File: src/bwfc_pkg.sv
// ----------------------------------------------------------------------------
// bwfc_pkg
// Shared types and codes of the bob/weave field composer.
// ----------------------------------------------------------------------------
package bwfc_pkg;

  // Result kinds on the output channel
  typedef enum logic [1:0] {
    KIND_PIXEL  = 2'd0,
    KIND_BLANK  = 2'd1,
    KIND_REJECT = 2'd2,
    KIND_DONE   = 2'd3
  } kind_e;

  // Field widths fixed by the stream format
  localparam int unsigned WidthW  = 10;
  localparam int unsigned HeightW = 9;
  localparam int unsigned ParityW = 2;
  localparam int unsigned PixW    = 32;
  localparam int unsigned CoordW  = 10;
  localparam int unsigned OffW    = WidthW + HeightW;
  // Wide enough for a size limit of up to 8191
  localparam int unsigned LimitW  = 13;

  localparam int unsigned InDataW  = 56;
  localparam int unsigned OutDataW = 72;

  // Result list of one accepted beat, handed from decode to the sequencer
  typedef struct packed {
    logic [1:0]         wr_cnt;    // pixel writes: 0, 1 (pass) or 2 (bob/weave)
    logic               weave;     // second word comes from the stored field
    logic               par;       // parity of the current field
    logic               tail;      // closing result follows the writes
    kind_e              tail_kind;
    logic [WidthW-1:0]  x;
    logic [HeightW-1:0] row;
    logic [WidthW-1:0]  fw;
    logic [CoordW-1:0]  fh_frame;  // frame height, doubled when interlaced
    logic [PixW-1:0]    pix;
  } job_t;

endpackage

File: src/bwfc_result_seq.sv
// ----------------------------------------------------------------------------
// bwfc_result_seq
// Holds the result list of one beat and plays it out, one result a cycle
// while the receiver does not stall, through the output register.
// ----------------------------------------------------------------------------
module bwfc_result_seq (
  input  logic                           clk_i,
  input  logic                           rst_ni,
  input  logic                           job_load_i,
  input  bwfc_pkg::job_t                 job_i,
  input  logic [bwfc_pkg::PixW-1:0]      old_pix_i,
  output logic                           slot_free_o,
  output logic                           m_axis_tvalid_o,
  input  logic                           m_axis_tready_i,
  output logic [bwfc_pkg::OutDataW-1:0]  m_axis_tdata_o,
  output logic [1:0]                     m_axis_tuser_o,
  output logic                           m_axis_tlast_o
);

  localparam int unsigned CoordW = bwfc_pkg::CoordW;
  localparam int unsigned PixW   = bwfc_pkg::PixW;

  bwfc_pkg::job_t job_q, job_d;
  logic           job_valid_q, job_valid_d;
  logic [1:0]     step_q, step_d;

  logic                          tvalid_q;
  logic [bwfc_pkg::OutDataW-1:0] tdata_q;
  logic [1:0]                    tuser_q;
  logic                          tlast_q;

  logic                 out_free;
  logic                 load;
  logic [1:0]           total;
  logic                 is_last;
  logic                 is_wr;
  bwfc_pkg::kind_e      r_kind;
  logic [CoordW-1:0]    r_x, r_y, r_fw, r_fh;
  logic [PixW-1:0]      r_pix;

  assign out_free    = !tvalid_q || m_axis_tready_i;
  assign load        = job_valid_q && out_free;
  assign total       = job_q.wr_cnt + {1'b0, job_q.tail};
  assign is_last     = (step_q == total - 2'd1);
  assign is_wr       = (step_q < job_q.wr_cnt);
  assign slot_free_o = !job_valid_q || (load && is_last);

  // Select the result at the current step
  always_comb begin
    r_kind = job_q.tail_kind;
    r_x    = '0;
    r_y    = '0;
    r_fw   = '0;
    r_fh   = '0;
    r_pix  = '0;
    if (is_wr) begin
      r_kind = bwfc_pkg::KIND_PIXEL;
      r_x    = job_q.x;
      r_y    = (job_q.wr_cnt == 2'd2) ? {job_q.row, step_q[0]} : {1'b0, job_q.row};
      r_fw   = job_q.fw;
      r_fh   = job_q.fh_frame;
      r_pix  = (job_q.wr_cnt == 2'd2 && job_q.weave && (step_q[0] != job_q.par)) ?
               old_pix_i : job_q.pix;
    end else if (job_q.tail_kind == bwfc_pkg::KIND_DONE) begin
      r_fw = job_q.fw;
      r_fh = job_q.fh_frame;
    end
  end

  // Take a new list, or step through the held one
  always_comb begin
    job_d       = job_q;
    job_valid_d = job_valid_q;
    step_d      = step_q;
    if (job_load_i) begin
      job_d       = job_i;
      job_valid_d = 1'b1;
      step_d      = '0;
    end else if (load) begin
      if (is_last) begin
        job_valid_d = 1'b0;
      end
      step_d = step_q + 2'd1;
    end
  end

  always_ff @(posedge clk_i or negedge rst_ni) begin
    if (!rst_ni) begin
      job_valid_q <= 1'b0;
      step_q      <= '0;
    end else begin
      job_valid_q <= job_valid_d;
      step_q      <= step_d;
    end
  end

  always_ff @(posedge clk_i) begin
    job_q <= job_d;
  end

  // Output register: load a result or drop the taken one
  always_ff @(posedge clk_i or negedge rst_ni) begin
    if (!rst_ni) begin
      tvalid_q <= 1'b0;
    end else if (load) begin
      tvalid_q <= 1'b1;
    end else if (m_axis_tready_i) begin
      tvalid_q <= 1'b0;
    end
  end

  always_ff @(posedge clk_i) begin
    if (load) begin
      tdata_q <= {r_pix, r_fh, r_fw, r_y, r_x};
      tuser_q <= r_kind;
      tlast_q <= is_last;
    end
  end

  assign m_axis_tvalid_o = tvalid_q;
  assign m_axis_tdata_o  = tdata_q;
  assign m_axis_tuser_o  = tuser_q;
  assign m_axis_tlast_o  = tlast_q;

endmodule

File: config.mk
export PLATFORM = sky130hd
export DESIGN_NAME = bwfc_result_seq
export DESIGN_NICKNAME = d
export VERILOG_FILES = /design/src/bwfc_pkg.sv /design/src/bwfc_result_seq.sv
export SDC_FILE = /design/constraint.sdc
export NUM_CORES = 1
export LEC_CHECK = 0
export BUFFER_PORTS_ARGS = -buffer_cell sky130_fd_sc_hd__clkbuf_2
export CAP_MARGIN = 40
export CORE_ASPECT_RATIO = 1.5
export CORE_MARGIN = 2
export CORE_UTILIZATION = 40
export DETAILED_ROUTE_END_ITERATION = 8
export PLACE_DENSITY_LB_ADDON = 0.2
export SLEW_MARGIN = 20
export SYNTH_ARGS = -nofsm -noshare
export SYNTH_HDL_FRONTEND = slang
export SYNTH_SLANG_ARGS = --single-unit
File: constraint.sdc
create_clock -name clk_i -period 7.2 [get_ports clk_i]
set_input_delay 1.08 -clock clk_i [delete_from_list [all_inputs] [get_ports clk_i]]
set_output_delay 1.08 -clock clk_i [all_outputs]
set_load 0.02 [all_outputs]
==> run_results.csv, run 1 <==
group,metric,value,unit
timing,period_utilisation_layout,42.2,%
route,final_antenna_net_count,0,
placed_design,gp_congestion,0.761,
logic_synthesis,ys_ff_latch,157,
cts,postCtsHoldBufs,0,
cells_and_area,layout_commonest_cell,"sky130_fd_sc_hd__clkbuf_2",
cts,cts.htree.levels,4,
logic_synthesis,number_of_flops_mapped_to_enable_cells_by_yosys,153,
pwr,finalPower,2.40,mW
route,route.vias.total,3679,
floorplan,dieHeight,153,um
timing,setup_ws,4.16,ns
critical_path,critical_path_arrival,1.96,ns
logic_synthesis,synth.net_count,487,
hold_path,worstHoldPathType,"input pin to async pin",
placed_design,dp_cells,739,
route,vias_per_cell,4.78,
cells_and_area,antenna_cells_inserted,0,
critical_path,critical_path_class,"flop to primary output",
critical_path,regToRegStartpoint,"m_axis_tvalid_o",
logic_synthesis,post_synth_num_cell_types,33,
logic_synthesis,synth_warnings,0,
global_route,grt_first_pass_wirelength,18.9,mm
logic_synthesis,syn-instance-count,371,
critical_path,crit_path_start,"job_q[76]",
route,detail_route.wirelength,12.1,mm
pwr,irDropWorstVdd,162,uV
cts,worst_setup_hold_path_clk_slew,0.06,ns
global_route,globalRouteTotalUtil,16.0,%
floorplan,io_pins,191,
logic_synthesis,synthDominantCellAreaShare,77.4,%
timing,fin_setup_tns,0,ns
cts,postCtsResizedCells,0,
cts,cts.path.max_buffers,2,
floorplan,die_x,103,um
critical_path,cpMaxStageDelayCell,"sky130_fd_sc_hd__edfxtp_1",
route,drcViolationCount,0,
global_route,number_of_antenna_violations_at_the_first_check_in_global_routing,0,
pwr,static-leakage-power,3.05,nW
logic_synthesis,synth_area_leaders,"sky130_fd_sc_hd__edfxtp_1, sky130_fd_sc_hd__a21oi_1, sky130_fd_sc_hd__nand3_1, sky130_fd_sc_hd__o21ai_0, sky130_fd_sc_hd__a21boi_1",
timing,max_freq,329,MHz
timing,clock_skew,0.00849,ns
critical_path,max_stage_delay,0.46,ns
timing,rsz_0062_raised_after_global_routing,"no",
cts,cts_buffers,17,
placed_design,dp_slack,4.20,ns
timing,finalMaxSlewViolations,0,
timing,worstMarginPinSlew,0.675,ns
floorplan,number_of_rows_created_at_floorplan,54,
global_route,grt_pass1_vias,3850,
critical_path,depth_of_the_worst_register_to_register_path,3,
logic_synthesis,netlist.top_cell.by_area,"sky130_fd_sc_hd__edfxtp_1",
floorplan,initial_core_util,40.9,%
cells_and_area,layout-drive-gt1-share,40.9,%
cells_and_area,area_growth_syn_to_layout,28.5,%
cts,cts.repair_timing.setup_buffer_count,0,
outcome,outcome,"finished, final reports clean",
placed_design,detailedPlacementHpwl,8.55,mm
run,max_cap_violations,0,
logic_synthesis,postSynthAreaPerCell,16.0,um2
cells_and_area,final_core_utilization,52.5,%
cells_and_area,n_fill_cell,1270,
critical_path,critical_path_required,6.12,ns
cts,clkSinkCount,157,
timing,timing.max_slew.rel_slack,54.9,%
floorplan,core_area,14500,um2
critical_path,worstSetupStartpointType,"flop",
route,wl_per_cell,15.7,um
critical_path,cp_cell_sequence,"inv_1 -> ha_1 -> xor3_1 -> o31ai_2 -> clkbuf_2",
logic_synthesis,synthesis.area,5940,um2
critical_path,worst-path-max-fanout,6,
cts,clock_tree_from_tritoncts,"done",
cells_and_area,fin_area,7630,um2
cells_and_area,finalNetCount,678,
cts,clock_latency,0.41,ns
logic_synthesis,synthArstFlopShare,2.55,%
cells_and_area,mostFrequentLayoutCells,"sky130_fd_sc_hd__clkbuf_2, sky130_fd_sc_hd__edfxtp_1, sky130_fd_sc_hd__a21oi_1",
placed_design,placement.cell_area,7080,um2
cts,ctsRootBufferMaster,"sky130_fd_sc_hd__clkbuf_16",
placed_design,io_buffer_count,190,
route,initialDrtViolationCount,145,
critical_path,critical_path.endpoint_type,"primary output",
timing,report.final.setup_viol,0,
timing,period_needed,3.04,ns
pwr,power_density,315,nW/um2
global_route,gr-total-overflow,0,
route,firstDrtPassIters,5,
timing,worst_hold_slack,0.465,ns
timing,timing_hold_violations_final,0,
cells_and_area,layout.cells.non_filler,770,
logic_synthesis,ys.flop_type,"sky130_fd_sc_hd__edfxtp_1",
floorplan,die-area,15900,um2
global_route,grt_max_degree,44,
logic_synthesis,ys_seq_area_share,79.1,%
==> state kept, by name (all words and copies together), names as in the netlist <==
name             flops
job_q               78
job_valid_q          1
m_axis_tdata_o      72
m_axis_tlast_o       1
m_axis_tuser_o       2
m_axis_tvalid_o      1
step_q               2
==> cell type report <==
| cell class | instances | area, um2 | share of cell area, % |
|---|---|---|---|
| multi-input cells | 183 | 1060 | 13.9 |
| repair buffers | 198 | 1060 | 13.9 |
| well taps | 196 | 245 | 3.21 |
| inverters | 5 | 18.8 | 0.246 |
| clock buffers | 18 | 429 | 5.63 |
| flip-flops and latches | 157 | 4690 | 61.5 |
| clock inverters | 13 | 116 | 1.53 |
==> cell usage after synthesis (2+ instances only) <==
master / n
sky130_fd_sc_hd__edfxtp_1: 153
sky130_fd_sc_hd__buf_6: 8
sky130_fd_sc_hd__nand2b_1: 3
sky130_fd_sc_hd__nand2_1: 20
sky130_fd_sc_hd__nand3_1: 33
sky130_fd_sc_hd__and2_1: 12
sky130_fd_sc_hd__clkbuf_1: 7
sky130_fd_sc_hd__dfrtp_1: 4
sky130_fd_sc_hd__a21oi_1: 44
sky130_fd_sc_hd__nor2_1: 2
sky130_fd_sc_hd__ha_1: 2
sky130_fd_sc_hd__o21ai_0: 33
sky130_fd_sc_hd__inv_1: 4
sky130_fd_sc_hd__a21boi_1: 19
sky130_fd_sc_hd__buf_2: 6
sky130_fd_sc_hd__clkbuf_2: 4
==> worst max-delay path: cells and delay by family (launching register included) <==
kind	cells	cell delay, ns
AO/OA/AOI/OAI	1	0.24
flip-flops	1	0.46
buffers and inverters	2	0.29
adder cells (fa/ha/maj)	1	0.19
XOR/XNOR	1	0.38
==> routing by layer <==
metal	part of all wire (%)	up-vias	track usage [%]
met2	53	162	27.5
met5	0	-	0
li1	-	1779	-
met4	3.2	0	7.83
met3	6.2	27	4.16
met1	38	1711	18.0
==> cells by family (layout without fill, tap and decap cells) <==
logic type	after synthesis	after routing	synth area share (%)
AND/OR/NAND/NOR	77	77	6.74
XOR/XNOR	4	4	1.10
AO/OA/AOI/OAI	100	100	9.48
buffers and inverters	31	234	3.18
adder cells (fa/ha/maj)	2	2	0.421
flip-flops	157	157	79.1
==> report_power, final <==
part	switching, mW	internal, mW
logic	0.260	0.128
clock network	0.351	0.475
registers	0.0354	1.15
total	0.647	1.75
==> worst paths after layout <==
path	endpoint	slack [ns]
max	slot_free_o	4.16
min	step_q[1]	0.47
max reg2reg	m_axis_tdata_o[70]	5.18
min reg2reg	m_axis_tdata_o[8]	0.52
max in group asynchronous	job_valid_q	6.61
min in group clk_i	m_axis_tdata_o[8]	0.52
No activity file was read; power rests on OpenSTA's default activity.
==> inputs of run 2 (changes only) <==
clock period = 2.51 ns   (was 7.2 ns; I/O delays follow)
==> run_results.csv, run 2 (synthesis results as in run 1) <==
group,metric,value,unit
outcome,outcome,"finished, final reports clean",
global_route,grt_first_pass_wirelength,18.4,mm
cts,cts.path.max_buffers,2,
cells_and_area,multi_input_comb_area,1060,um2
hold_path,whs_endpoint,"job_q[63]",
floorplan,io_pins,191,
global_route,number_of_antenna_violations_at_the_first_check_in_global_routing,0,
cells_and_area,fin_area,7660,um2
critical_path,critical_path_class,"flop to primary output",
cells_and_area,final_core_utilization,52.8,%
cells_and_area,register_containing_the_most_flip_flops_in_the_final_layout,"job_q",
route,drcViolationCount,0,
hold_path,hp-start,"job_i[63]",
floorplan,die-area,15900,um2
critical_path,worstSetupStartpointType,"flop",
timing,worstMarginPinSlew,0.694,ns
route,final_antenna_net_count,0,
placed_design,dp_slack,0.515,ns
pwr,switching_power_as_a_share_of_total_power,26.8,%
cts,clkSinkCount,157,
cells_and_area,n_fill_cell,1262,
pwr,finalPower,7.04,mW
cells_and_area,mostFrequentLayoutCells,"sky130_fd_sc_hd__clkbuf_2, sky130_fd_sc_hd__edfxtp_1, sky130_fd_sc_hd__a21oi_1",
floorplan,core_area,14500,um2
timing,max_freq,431,MHz
cells_and_area,layout.cells.non_filler,773,
critical_path,timing.rr.end,"m_axis_tdata_o[23]",
pwr,sequentialPowerShare,48.3,%
pwr,power.net_switching,1.89,mW
placed_design,dp_cells,740,
critical_path,cpMaxStageDelayCell,"sky130_fd_sc_hd__edfxtp_1",
timing,fin_setup_tns,0,ns
critical_path,critical_path_arrival,1.94,ns
cts,worst_setup_hold_path_clk_slew,0.07,ns
route,initialDrtViolationCount,197,
hold_path,worstHoldPathType,"input pin to flop",
timing,period_needed,2.32,ns
route,wl_per_cell,15.5,um
timing,worst_hold_slack,0.139,ns
pwr,power_density,919,nW/um2
placed_design,detailedPlacementHpwl,8.31,mm
placed_design,gp_congestion,0.785,
cells_and_area,largest_register_ffs,78,
pwr,cell_internal_pwr,5.15,mW
cts,clock_latency,0.41,ns
cells_and_area,antenna_cells_inserted,0,
timing,timing_hold_violations_final,0,
cts,cts.repair_timing.setup_buffer_count,0,
global_route,gr-total-overflow,0,
route,vias_per_cell,4.75,
pwr,irDropWorstVdd,491,uV
pwr,power_frac_comb,15.7,%
critical_path,critical_path_required,2.13,ns
timing,clock_skew,0.00802,ns
floorplan,number_of_rows_created_at_floorplan,54,
route,route.vias.total,3675,
cells_and_area,layout_commonest_cell,"sky130_fd_sc_hd__clkbuf_2",
cts,cts.htree.levels,4,
pwr,clockPowerShare,36.1,%
cts,clock_tree_from_tritoncts,"done",
placed_design,io_buffer_count,190,
floorplan,dieHeight,153,um
timing,setup_ws,0.192,ns
critical_path,cp_cell_sequence,"inv_1 -> ha_1 -> xor3_1 -> o31ai_2 -> clkbuf_2",
cells_and_area,final-seq-area,4690,um2
timing,period_utilisation_layout,92.3,%
route,firstDrtPassIters,4,
critical_path,setup.reg_to_reg.worst_slack,0.52,ns
hold_path,hold-path-cell-count,1,
global_route,globalRouteTotalUtil,15.6,%
critical_path,critical_path.endpoint_type,"primary output",
critical_path,depth_of_the_worst_register_to_register_path,5,
run,max_cap_violations,0,
timing,finalMaxSlewViolations,0,
placed_design,placement.cell_area,7070,um2
cells_and_area,area_growth_syn_to_layout,29.1,%
route,detail_route.wirelength,12.0,mm
cts,cts_buffers,17,
global_route,grt_max_degree,47,
critical_path,max_stage_delay,0.44,ns
cells_and_area,finalNetCount,680,
timing,report.final.setup_viol,0,
cells_and_area,layout-drive-gt1-share,40.9,%
timing,timing.max_slew.rel_slack,53.6,%
pwr,static-leakage-power,3.08,nW
cts,ctsRootBufferMaster,"sky130_fd_sc_hd__clkbuf_16",
floorplan,initial_core_util,40.9,%
critical_path,regToRegStartpoint,"job_q[77]",
timing,rsz_0062_raised_after_global_routing,"no",
global_route,grt_pass1_vias,3622,
critical_path,worst-path-max-fanout,6,
floorplan,die_x,103,um
## run 2: cell type report
cell class,count,area share (%)
clock buffers,18,5.60
clock inverters,14,2.06
inverters,5,0.245
multi-input cells,183,13.9
flip-flops and latches,157,61.3
well taps,196,3.20
repair buffers,200,13.8
## run 2: per-layer routing
| layer | global-route usage [%] | share of wire (%) | vias to the layer above |
|---|---|---|---|
| met3 | 4.02 | 6.1 | 15 |
| met5 | 0 | 0 | - |
| met1 | 17.9 | 37 | 1739 |
| met4 | 6.02 | 1.8 | 0 |
| li1 | - | - | 1780 |
| met2 | 27.2 | 55 | 141 |
## run 2: repair_timing
item / in CTS / in global routing
resized for setup: 0 / 0
hold buffers: 1 / 0
hold endpoints to repair: 4 / 0
## run 2: power groups by stage
stage	Clock, mW	Combinational (mW)	Sequential (mW)
CTS	2.60	1.12	3.40
floorplan	0	0.442	3.72
finish	2.54	1.10	3.40
global placement	0	1.10	3.45
detailed placement	0	1.12	3.45
global route	2.70	1.21	3.43
## run 2: critical path: cells and delay by family, from the launching register on
kind / cells / cell delay [ns]
AO/OA/AOI/OAI: 1 / 0.24
flip-flops: 1 / 0.44
adder cells (fa/ha/maj): 1 / 0.19
buffers and inverters: 2 / 0.29
XOR/XNOR: 1 / 0.38
## run 2: worst max-delay path by stage
stage / cells past startpoint / slack (ns) / from / to
3_3_place_gp: 5 / 0.58 / job_q[77] / m_axis_tdata_o[37]
6_report: 5 / 0.19 / job_q[76] / slot_free_o
2_1_floorplan: 2 / 0.27 / m_axis_tvalid_o / m_axis_tdata_o[0]
5_1_grt: 5 / 0.08 / job_q[76] / slot_free_o
3_5_place_dp: 5 / 0.52 / job_q[77] / m_axis_tdata_o[23]
4_1_cts: 5 / 0.16 / job_q[76] / slot_free_o
