<file path="src/bwfc_pkg.sv">
// ----------------------------------------------------------------------------
// bwfc_pkg
// Shared types and codes of the bob/weave field composer.
// ----------------------------------------------------------------------------
package bwfc_pkg;

  // Result kinds on the output channel
  typedef enum logic [1:0] {
    KIND_PIXEL  = 2'd0,
    KIND_BLANK  = 2'd1,
    KIND_REJECT = 2'd2,
    KIND_DONE   = 2'd3
  } kind_e;

  // Field widths fixed by the stream format
  localparam int unsigned WidthW  = 10;
  localparam int unsigned HeightW = 9;
  localparam int unsigned ParityW = 2;
  localparam int unsigned PixW    = 32;
  localparam int unsigned CoordW  = 10;
  localparam int unsigned OffW    = WidthW + HeightW;
  // Wide enough for a size limit of up to 8191
  localparam int unsigned LimitW  = 13;

  localparam int unsigned InDataW  = 56;
  localparam int unsigned OutDataW = 72;

  // Result list of one accepted beat, handed from decode to the sequencer
  typedef struct packed {
    logic [1:0]         wr_cnt;    // pixel writes: 0, 1 (pass) or 2 (bob/weave)
    logic               weave;     // second word comes from the stored field
    logic               par;       // parity of the current field
    logic               tail;      // closing result follows the writes
    kind_e              tail_kind;
    logic [WidthW-1:0]  x;
    logic [HeightW-1:0] row;
    logic [WidthW-1:0]  fw;
    logic [CoordW-1:0]  fh_frame;  // frame height, doubled when interlaced
    logic [PixW-1:0]    pix;
  } job_t;

endpackage

</file>
<file path="src/bwfc_field_ctrl.sv">
// ----------------------------------------------------------------------------
// bwfc_field_ctrl
// Header check, field position counters, stored-field state and the
// result list of each accepted beat.
// ----------------------------------------------------------------------------
module bwfc_field_ctrl #(
  parameter int unsigned MAX_WIDTH  = 640,
  parameter int unsigned MAX_HEIGHT = 480,
  parameter int unsigned ADDR_W     = 20,
  parameter int unsigned STORE_W    = 32
) (
  input  logic                         clk_i,
  input  logic                         rst_ni,
  // accepted beat
  input  logic                         accept_i,
  input  logic                         action_i,
  input  logic [bwfc_pkg::WidthW-1:0]  fw_i,
  input  logic [bwfc_pkg::HeightW-1:0] fh_i,
  input  logic [bwfc_pkg::ParityW-1:0] par_i,
  input  logic                         il_i,
  input  logic [bwfc_pkg::PixW-1:0]    pix_i,
  input  logic                         last_i,
  // field memory
  output logic                         wr_en_o,
  output logic [ADDR_W-1:0]            wr_addr_o,
  output logic [STORE_W-1:0]           wr_data_o,
  output logic                         rd_en_o,
  output logic [ADDR_W-1:0]            rd_addr_o,
  // result list
  output logic                         job_load_o,
  output bwfc_pkg::job_t               job_o
);

  localparam int unsigned BankWords = MAX_WIDTH * MAX_HEIGHT;
  localparam int unsigned WidthW    = bwfc_pkg::WidthW;
  localparam int unsigned HeightW   = bwfc_pkg::HeightW;
  localparam int unsigned OffW      = bwfc_pkg::OffW;
  localparam int unsigned LimitW    = bwfc_pkg::LimitW;

  // Stored field
  logic               s_bank_q, s_bank_d;
  logic               s_valid_q, s_valid_d;
  logic [WidthW-1:0]  s_width_q, s_width_d;
  logic [HeightW-1:0] s_height_q, s_height_d;
  logic               s_il_q, s_il_d;
  logic               s_par_q, s_par_d;
  // Field in progress
  logic [WidthW-1:0]  col_q, col_d;
  logic [HeightW-1:0] row_q, row_d;
  logic               in_field_q, in_field_d;
  logic               weave_q, weave_d;
  logic               ferr_q, ferr_d;

  logic               hdr_ok;
  logic [WidthW-1:0]  col;
  logic [HeightW-1:0] row;
  logic               ferr;
  logic               weave;
  logic               bad;
  logic               at_end;
  logic               field_ok;
  logic [WidthW-1:0]  col_inc;
  logic [OffW-1:0]    prod;
  logic [OffW-1:0]    off;
  logic [ADDR_W-1:0]  off_a;

  // Check the header against the size limits
  assign hdr_ok = (fw_i != '0) && (fh_i != '0) &&
                  ({{(LimitW-WidthW){1'b0}}, fw_i} <= LimitW'(MAX_WIDTH)) &&
                  ({{(LimitW-HeightW){1'b0}}, fh_i} <= LimitW'(MAX_HEIGHT)) &&
                  (par_i[1] == 1'b0);

  // Start a fresh field on its first beat
  assign col   = in_field_q ? col_q : '0;
  assign row   = in_field_q ? row_q : '0;
  assign ferr  = in_field_q ? ferr_q : 1'b0;
  assign weave = in_field_q ? weave_q :
                 (hdr_ok && il_i && s_valid_q && s_il_q &&
                  (s_width_q == fw_i) && (s_height_q == fh_i) &&
                  (s_par_q != par_i[0]));

  assign bad      = !hdr_ok || (col >= fw_i) || (row >= fh_i);
  assign at_end   = !bad && (col == fw_i - 1'b1) && (row == fh_i - 1'b1);
  assign field_ok = !(ferr || bad) && at_end;
  assign col_inc  = col + 1'b1;

  // Offset of the pixel within a bank
  assign prod  = OffW'(row) * OffW'(fw_i);
  assign off   = prod + OffW'(col);
  assign off_a = ADDR_W'(off);

  // Write the new field into the free bank, read the stored bank
  assign wr_en_o   = accept_i && !action_i && !bad && il_i;
  assign wr_addr_o = off_a + (s_bank_q ? '0 : ADDR_W'(BankWords));
  assign wr_data_o = pix_i[STORE_W-1:0];
  assign rd_en_o   = accept_i && !action_i;
  assign rd_addr_o = off_a + (s_bank_q ? ADDR_W'(BankWords) : '0);

  // Build the result list
  always_comb begin
    job_o           = '0;
    job_o.x         = col;
    job_o.row       = row;
    job_o.fw        = fw_i;
    job_o.fh_frame  = il_i ? {fh_i, 1'b0} : {1'b0, fh_i};
    job_o.pix       = pix_i;
    job_o.par       = par_i[0];
    job_o.weave     = weave;
    job_o.tail_kind = bwfc_pkg::KIND_REJECT;
    if (action_i) begin
      job_o.tail      = 1'b1;
      job_o.tail_kind = bwfc_pkg::KIND_BLANK;
    end else begin
      if (!bad) begin
        job_o.wr_cnt = il_i ? 2'd2 : 2'd1;
      end
      job_o.tail = last_i;
      if (field_ok) begin
        job_o.tail_kind = bwfc_pkg::KIND_DONE;
      end
    end
  end

  assign job_load_o = accept_i && (action_i || !bad || last_i);

  // Advance the field state
  always_comb begin
    s_bank_d   = s_bank_q;
    s_valid_d  = s_valid_q;
    s_width_d  = s_width_q;
    s_height_d = s_height_q;
    s_il_d     = s_il_q;
    s_par_d    = s_par_q;
    col_d      = col_q;
    row_d      = row_q;
    in_field_d = in_field_q;
    weave_d    = weave_q;
    ferr_d     = ferr_q;
    if (accept_i) begin
      if (action_i) begin
        s_valid_d  = 1'b0;
        in_field_d = 1'b0;
        col_d      = '0;
        row_d      = '0;
        weave_d    = 1'b0;
        ferr_d     = 1'b0;
      end else begin
        in_field_d = 1'b1;
        weave_d    = weave;
        col_d      = col;
        row_d      = row;
        ferr_d     = ferr || bad;
        if (!bad) begin
          if (col_inc == fw_i) begin
            col_d = '0;
            row_d = row + 1'b1;
          end else begin
            col_d = col_inc;
          end
        end
        if (last_i) begin
          if (field_ok) begin
            if (il_i) begin
              s_bank_d   = !s_bank_q;
              s_valid_d  = 1'b1;
              s_width_d  = fw_i;
              s_height_d = fh_i;
              s_il_d     = 1'b1;
              s_par_d    = par_i[0];
            end else begin
              s_valid_d = 1'b0;
            end
          end
          in_field_d = 1'b0;
          col_d      = '0;
          row_d      = '0;
          weave_d    = 1'b0;
          ferr_d     = 1'b0;
        end
      end
    end
  end

  always_ff @(posedge clk_i or negedge rst_ni) begin
    if (!rst_ni) begin
      s_bank_q   <= 1'b0;
      s_valid_q  <= 1'b0;
      s_width_q  <= '0;
      s_height_q <= '0;
      s_il_q     <= 1'b0;
      s_par_q    <= 1'b0;
      col_q      <= '0;
      row_q      <= '0;
      in_field_q <= 1'b0;
      weave_q    <= 1'b0;
      ferr_q     <= 1'b0;
    end else begin
      s_bank_q   <= s_bank_d;
      s_valid_q  <= s_valid_d;
      s_width_q  <= s_width_d;
      s_height_q <= s_height_d;
      s_il_q     <= s_il_d;
      s_par_q    <= s_par_d;
      col_q      <= col_d;
      row_q      <= row_d;
      in_field_q <= in_field_d;
      weave_q    <= weave_d;
      ferr_q     <= ferr_d;
    end
  end

endmodule

</file>
<file path="config.mk">
export PLATFORM = sky130hd
export DESIGN_NAME = bwfc_field_ctrl
export DESIGN_NICKNAME = d
export VERILOG_FILES = /design/src/bwfc_pkg.sv /design/src/bwfc_field_ctrl.sv
export SDC_FILE = /design/constraint.sdc
export NUM_CORES = 1
export LEC_CHECK = 0
export BUFFER_PORTS_ARGS = -buffer_cell sky130_fd_sc_hd__buf_4
export CAP_MARGIN = 10
export CORE_MARGIN = 4
export CORE_UTILIZATION = 56
export DETAILED_ROUTE_END_ITERATION = 16
export GPL_ROUTABILITY_DRIVEN = 0
export PLACE_DENSITY = 0.79
export SETUP_SLACK_MARGIN = 0.02
export SLEW_MARGIN = 25
export SYNTH_ARGS = -nofsm -noshare
export SYNTH_HDL_FRONTEND = slang
export SYNTH_SLANG_ARGS = --single-unit
</file>
<file path="constraint.sdc">
create_clock -name clk_i -period 9.17 [get_ports clk_i]
set_input_delay 0.917 -clock clk_i [delete_from_list [all_inputs] [get_ports clk_i]]
set_output_delay 0.917 -clock clk_i [all_outputs]
set_load 0.02 [all_outputs]
</file>
==> flow_metrics.tcl, run 1 <==
set metrics [dict create \
    yosysSeqAreaShare_pct 13.4 \
    layout_common_cells "134 x inv_1, 130 x buf_4, 94 x nand2_1" \
    synthesis.nets 1209 \
    synth-edff-count 0 \
    setup_tns_ns 0 \
    htreeDepth 2 \
    fin_nets 1208 \
    drv_cap 0 \
    seqCellArea_um2 1130 \
    post_cts_buffers 0 \
    r2r_start "in_field_q" \
    r2r-end "s_height_q[4]" \
    critPathCaptureType "output pin" \
    start_kind "register" \
    port_buffers 115 \
    p_per_area_nw_per_um2 58.7 \
    crit_type "register to output pin" \
    routed_wl_um 21500 \
    fin_ws_ns 0.816 \
    status "complete, no violations" \
    slowest_stage "dfrtp_1" \
    min_period_ns 8.35 \
    syn_inst 1000 \
    synth-seq-cells 45 \
    cts.sinks 45 \
    vias_per_cell 5.90 \
    syn-cell-area_um2 8420 \
    numCtsBuffers 5 \
    synth-main-ff-cell "dfrtp_1" \
    clk_latency_ns 0.29 \
    worstPathArrival_ns 7.44 \
    dr_total_vias 6984 \
    async_reset_ff_share_pct 100 \
    place_inst 1176 \
    grt_antenna_before_repair 0 \
    max_stage_delay_ns 0.63 \
    switching_share_pct 29.8 \
    fmax_mhz 120 \
    multi_input_area_um2 5910 \
    start_util_pct 57.5 \
    p_int_mw 0.367 \
    reg2reg_depth 12 \
    drtIter0Drc 632 \
    ys_types 71 \
    p_clk_share_pct 39.4 \
    ys_warn_count 0 \
    die_w_um 131 \
    slew_headroom_pct 36.5 \
    power_frac_seq_pct 38.8 \
    finalMaxSlewViolations 0 \
    cts_root_buf "clkbuf_16" \
    p_sw_mw 0.156 \
    ctsResizeCount 0 \
    place_ws_ns 0.870 \
    tightest_slew_ns 0.945 \
    fill_cells 1248 \
    layout_worst_path_cycle_share_pct 91.1 \
    drive_gt1_share_pct 16.6 \
    ios 212 \
    finalHoldViolCount 0 \
    crit_required_ns 8.25 \
    grt_pass1_wl_um 35100 \
    fin_cells 1183 \
    finalSetupViolCount 0 \
    ant_nets 0 \
    grt_pass1_vias 6974 \
    diodes 0 \
    dieArea_um2 17100 \
    rrSetupSlack_ns 4.49 \
    clkTransAtPathRegs_ns 0.06 \
    die_y_um 131 \
    clock_path_buffers 2 \
    area_delta_synth_final_pct 5.87 \
    drc_errors 0 \
    dp_hpwl_um 16800 \
    final_common_cell "inv_1" \
    leakage_nw 4.82 \
    drt_pass1_iterations 5 \
    grt_setup_unrepaired "false" \
    wl_per_cell_um 18.1 \
    hp-start "s_il_q" \
    core_um2 14600 \
    cts_tree "done" \
    worst_hold_path_type "register to register" \
    avgSynthCellArea_um2 8.42 \
    grt_usage_pct 25.8 \
    ir_drop_v 0.0000889 \
    rows 44 \
    crit_fanout 19 \
    grt_max_degree 46 \
    cp_common_cell "inv_1" \
    startpoint "in_field_q" \
    grt.overflow.total 0 \
    cp-endpoint "wr_addr_o[18]" \
    p_comb_share_pct 21.8 \
    skew_ns 0.00812 \
    cts-hold-fix-buffers 0 \
]
==> how the worst min path moves through the flow <==
stage / end / slack (ns) / cells past startpoint
final: s_il_q / 0.49 / 1
after global routing: s_il_q / 0.50 / 1
after CTS: s_il_q / 0.47 / 1
after detailed placement: s_il_q / 0.46 / 1
after global placement: s_il_q / 0.45 / 1
after floorplan: s_il_q / 0.43 / 1
==> critical path: cells and delay by family, from the launching register on <==
kind            cells  cell delay [ns]
fa+ha+maj           7             3.30
buf+inv            10             0.99
xor+xnor            2             0.39
flops               1             0.63
simple gates        4             0.70
compound gates      6             1.12
==> registers in the layout, summed over array words and instances, names as in the netlist <==
name and flops:
s_bank_q 1, s_par_q 1, weave_q 1, in_field_q 1, s_width_q 10, s_height_q 9, row_q 9, s_il_q 1
s_valid_q 1, col_q 10, ferr_q 1
==> cells by family (layout without fill, tap and decap cells) <==
group,count (synthesis),count (layout),share of synthesized area (%)
mux,25,25,4.07
buf+inv,274,273,16.4
fa+ha+maj,150,150,28.1
simple gates,285,285,17.8
compound gates,137,137,11.2
flops,45,45,13.4
xor+xnor,84,84,9.07
==> stage by stage <==
step / cell area [um^2] / utilization, % / total power [mW] / hold slack (ns)
6_report: 8910 / 60.9 / 0.523 / 0.485
3_5_place_dp: 8750 / 59.8 / 0.318 / 0.457
3_3_place_gp: 8750 / 59.8 / 0.316 / 0.453
5_1_grt: 8910 / 60.9 / 0.540 / 0.505
4_1_cts: 8910 / 60.9 / 0.525 / 0.474
2_1_floorplan: 8420 / - / 0.316 / 0.435
==> Yosys cell counts (4+ instances only) <==
| cell | number | area share (%) |
|---|---|---|
| mux2i_1 | 5 | 0.59 |
| xor2_1 | 18 | 1.9 |
| fa_1 | 65 | 15 |
| a21oi_1 | 31 | 1.8 |
| a211o_1 | 5 | 0.52 |
| buf_4 | 88 | 7.8 |
| nor4_1 | 11 | 0.82 |
| o21ai_0 | 27 | 1.6 |
| nor3_1 | 26 | 1.5 |
| and3_1 | 38 | 2.8 |
| nor2b_1 | 6 | 0.45 |
| o2bb2ai_1 | 7 | 0.73 |
| and4_1 | 5 | 0.52 |
| nand3_1 | 11 | 0.65 |
| dfrtp_1 | 45 | 13 |
| nor2_1 | 32 | 1.4 |
| clkbuf_1 | 46 | 2.1 |
| o211ai_1 | 4 | 0.36 |
| a22o_1 | 4 | 0.42 |
| a31oi_1 | 7 | 0.52 |
| nand2_1 | 94 | 4.2 |
| mux2_4 | 18 | 3.2 |
| o22ai_1 | 4 | 0.30 |
| and2_1 | 14 | 1.0 |
| a21o_1 | 11 | 0.98 |
| ha_1 | 85 | 13 |
| inv_1 | 134 | 6.0 |
| a211oi_1 | 5 | 0.45 |
| nand4_1 | 17 | 1.3 |
| nor4b_1 | 6 | 0.62 |
| nand2b_1 | 7 | 0.52 |
| xnor2_1 | 64 | 6.7 |
==> power by group through the flow <==
stage	clock network (mW)	registers, mW	logic (mW)
after floorplan	0	0.205	0.112
after global placement	0	0.206	0.110
after detailed placement	0	0.206	0.112
after CTS	0.210	0.202	0.113
after global routing	0.215	0.203	0.122
final	0.206	0.203	0.114
==> metal layers <==
layer / GRT usage, % / vias up / share of wire [%]
met5: 0 / - / 0
met4: 10.3 / 0 / 3.4
met3: 4.39 / 59 / 8.8
met2: 42.4 / 320 / 47
met1: 34.0 / 3341 / 41
li1: - / 3264 / -
==> final cells by class <==
cell class / count / area share [%]
multi-input combinational: 681 / 66.3
tap: 184 / 2.58
clock inverter: 2 / 0.393
inverter: 136 / 5.73
clock buffer: 5 / 1.40
sequential: 45 / 12.6
timing repair buffer: 130 / 11.0
Note: power is estimated with default switching activity, not from simulation.
==> inputs of run 2 (changes only) <==
--- a/config.mk
+++ b/config.mk
@@ -8,10 +8,10 @@
 export BUFFER_PORTS_ARGS = -buffer_cell sky130_fd_sc_hd__buf_4
 export CAP_MARGIN = 10
 export CORE_MARGIN = 4
-export CORE_UTILIZATION = 56
+export CORE_UTILIZATION = 51
 export DETAILED_ROUTE_END_ITERATION = 16
 export GPL_ROUTABILITY_DRIVEN = 0
-export PLACE_DENSITY = 0.79
+export PLACE_DENSITY = 0.76
 export SETUP_SLACK_MARGIN = 0.02
 export SLEW_MARGIN = 25
 export SYNTH_ARGS = -nofsm -noshare
==> constraint.sdc (replaced) <==
create_clock -name clk_i -period 7.1 [get_ports clk_i]
set_input_delay 0.71 -clock clk_i [delete_from_list [all_inputs] [get_ports clk_i]]
set_output_delay 0.71 -clock clk_i [all_outputs]
set_load 0.02 [all_outputs]
==> flow_metrics.tcl, run 2 (synthesized netlist as in run 1, its figures left out) <==
set metrics [dict create \
    status "finished with violations" \
    violations "negative setup slack" \
    p_sw_mw 0.212 \
    critPathBufInv 8 \
    clock_path_buffers 2 \
    max_stage_delay_ns 0.54 \
    fmax_mhz 137 \
    grt_max_degree 46 \
    port_buffers 115 \
    top_regs "col_q x10, s_width_q x10" \
    finalMaxSlewViolations 0 \
    multi_input_area_um2 6260 \
    cts-hold-fix-buffers 0 \
    hold_ws_ns 0.413 \
    seqCellArea_um2 1130 \
    cts_root_buf "clkbuf_16" \
    grt_pass1_vias 7584 \
    switching_share_pct 31.8 \
    p_comb_share_pct 25.0 \
    power_frac_seq_pct 39.2 \
    slew_headroom_pct 35.8 \
    clkTransAtPathRegs_ns 0.06 \
    ios 212 \
    placed_area_um2 9420 \
    fill_cells 1341 \
    worstPathArrival_ns 6.58 \
    die_w_um 136 \
    diodes 0 \
    layout_worst_path_cycle_share_pct 103 \
    dr_total_vias 7516 \
    p_clk_share_pct 35.8 \
    start_kind "register" \
    ir_drop_v 0.0000912 \
    dieArea_um2 18600 \
    finalSetupViolCount 8 \
    tightest_slew_ns 0.958 \
    min_period_ns 7.29 \
    drive_gt1_share_pct 28.0 \
    grt_pass1_wl_um 38400 \
    cts.sinks 45 \
    crit_required_ns 6.39 \
    wl_per_cell_um 18.2 \
    drv_cap 0 \
    htreeDepth 2 \
    startpoint "in_field_q" \
    start_util_pct 52.6 \
    fin_ws_ns -0.191 \
    dp_hpwl_um 18900 \
    die_y_um 136 \
    routed_wl_um 23500 \
    final_common_cell "buf_4" \
    drc_errors 0 \
    critPathCaptureType "output pin" \
    numCtsBuffers 5 \
    drtIter0Drc 581 \
    worst_hold_path_type "primary input to async pin" \
    grt_usage_pct 25.6 \
    setup_tns_ns -1.07 \
    skew_ns 0.00712 \
    p_per_area_nw_per_um2 67.3 \
    finalInstanceArea_um2 9900 \
    crit_type "register to output pin" \
    rrSetupSlack_ns 2.58 \
    rows 46 \
    worst-path-stages 28 \
    reg2reg_depth 13 \
    cp_top_family "adder cells" \
    grt.overflow.total 0 \
    leakage_nw 5.32 \
    ant_nets 0 \
    r2r_start "in_field_q" \
    core_um2 16000 \
    clk_latency_ns 0.29 \
    p_int_mw 0.455 \
    grt_antenna_before_repair 0 \
    crit_fanout 7 \
    fin_nets 1282 \
    r2r-end "s_width_q[5]" \
    grt_setup_unrepaired "true" \
    area_delta_synth_final_pct 17.6 \
    cts_tree "done" \
    cp-endpoint "rd_addr_o[19]" \
    layout_common_cells "194 x buf_4, 126 x inv_1, 91 x nand2_1" \
    finalHoldViolCount 0 \
    slowest_stage "fa_1" \
    drt_pass1_iterations 6 \
    vias_per_cell 5.83 \
]
==> run 2: cell types whose count changed in the layout (fill, tap and decap cells not counted), moves of 9 or more <==
| cell | delta |
|---|---|
| ha_1 | -9 |
| buf_4 | +64 |
| a21oi_2 | +9 |
| a21oi_1 | -10 |
==> run 2: how the worst min path moves through the flow <==
| stage | start | endpoint | cells past startpoint |
|---|---|---|---|
| 2_1_floorplan | rst_ni | col_q[0] | 0 |
| 3_3_place_gp | s_il_q | s_il_q | 1 |
| 3_5_place_dp | s_il_q | s_il_q | 1 |
| 4_1_cts | rst_ni | col_q[0] | 1 |
| 5_1_grt | rst_ni | col_q[3] | 1 |
| 6_report | rst_ni | col_q[0] | 1 |
==> run 2: through the flow <==
stage                     power [mW]  worst slack, ns  util [%]  std cells
after floorplan                0.413           0.0122         -       1000
after global placement         0.424         -0.00319      58.8       1269
after detailed placement       0.427          -0.0703      58.8       1269
after CTS                      0.664           -0.199      61.0       1285
after global routing           0.686           -0.503      61.9       1290
final                          0.667           -0.191      61.9       1290
==> run 2: worst register-to-register path: stages, from the launching register on <==
cell      delay (ns)
dfrtp_2         0.49
buf_4           0.17
buf_4           0.18
nand2_1         0.30
inv_1           0.15
ha_1            0.31
a21oi_1         0.14
nor2b_1         0.06
o21ai_0         0.27
nand4_1         0.22
a2111o_1        0.50
nor4_2          0.37
nand3_2         0.67
mux2_4          0.56
==> run 2: metal layers <==
metal	track usage (%)	vias up	share of wire, %
met5	0	-	0
met4	9.97	0	3.7
li1	-	3406	-
met1	33.5	3602	40
met2	42.5	425	46
met3	4.07	83	9.4
==> run 2: layout make-up <==
cell class	count	area share (%)
clock inverters	3	0.215
well taps	216	2.73
repair buffers	204	16.0
flip-flops and latches	45	11.4
inverters	136	5.17
clock buffers	5	1.26
multi-input cells	681	63.2
==> run 2: repair_timing <==
action | CTS | global route
pin swaps | 29 | 20
resized for setup | 36 | 16
buffers inserted | 8 | 5
endpoints found under the setup margin | 12 | 14
==> run 2: power groups by stage <==
stage | clock [mW] | combinational, mW | sequential [mW]
floorplan | 0 | 0.149 | 0.265
global placement | 0 | 0.158 | 0.266
detailed placement | 0 | 0.161 | 0.266
CTS | 0.239 | 0.164 | 0.261
global route | 0.246 | 0.179 | 0.261
finish | 0.239 | 0.167 | 0.261
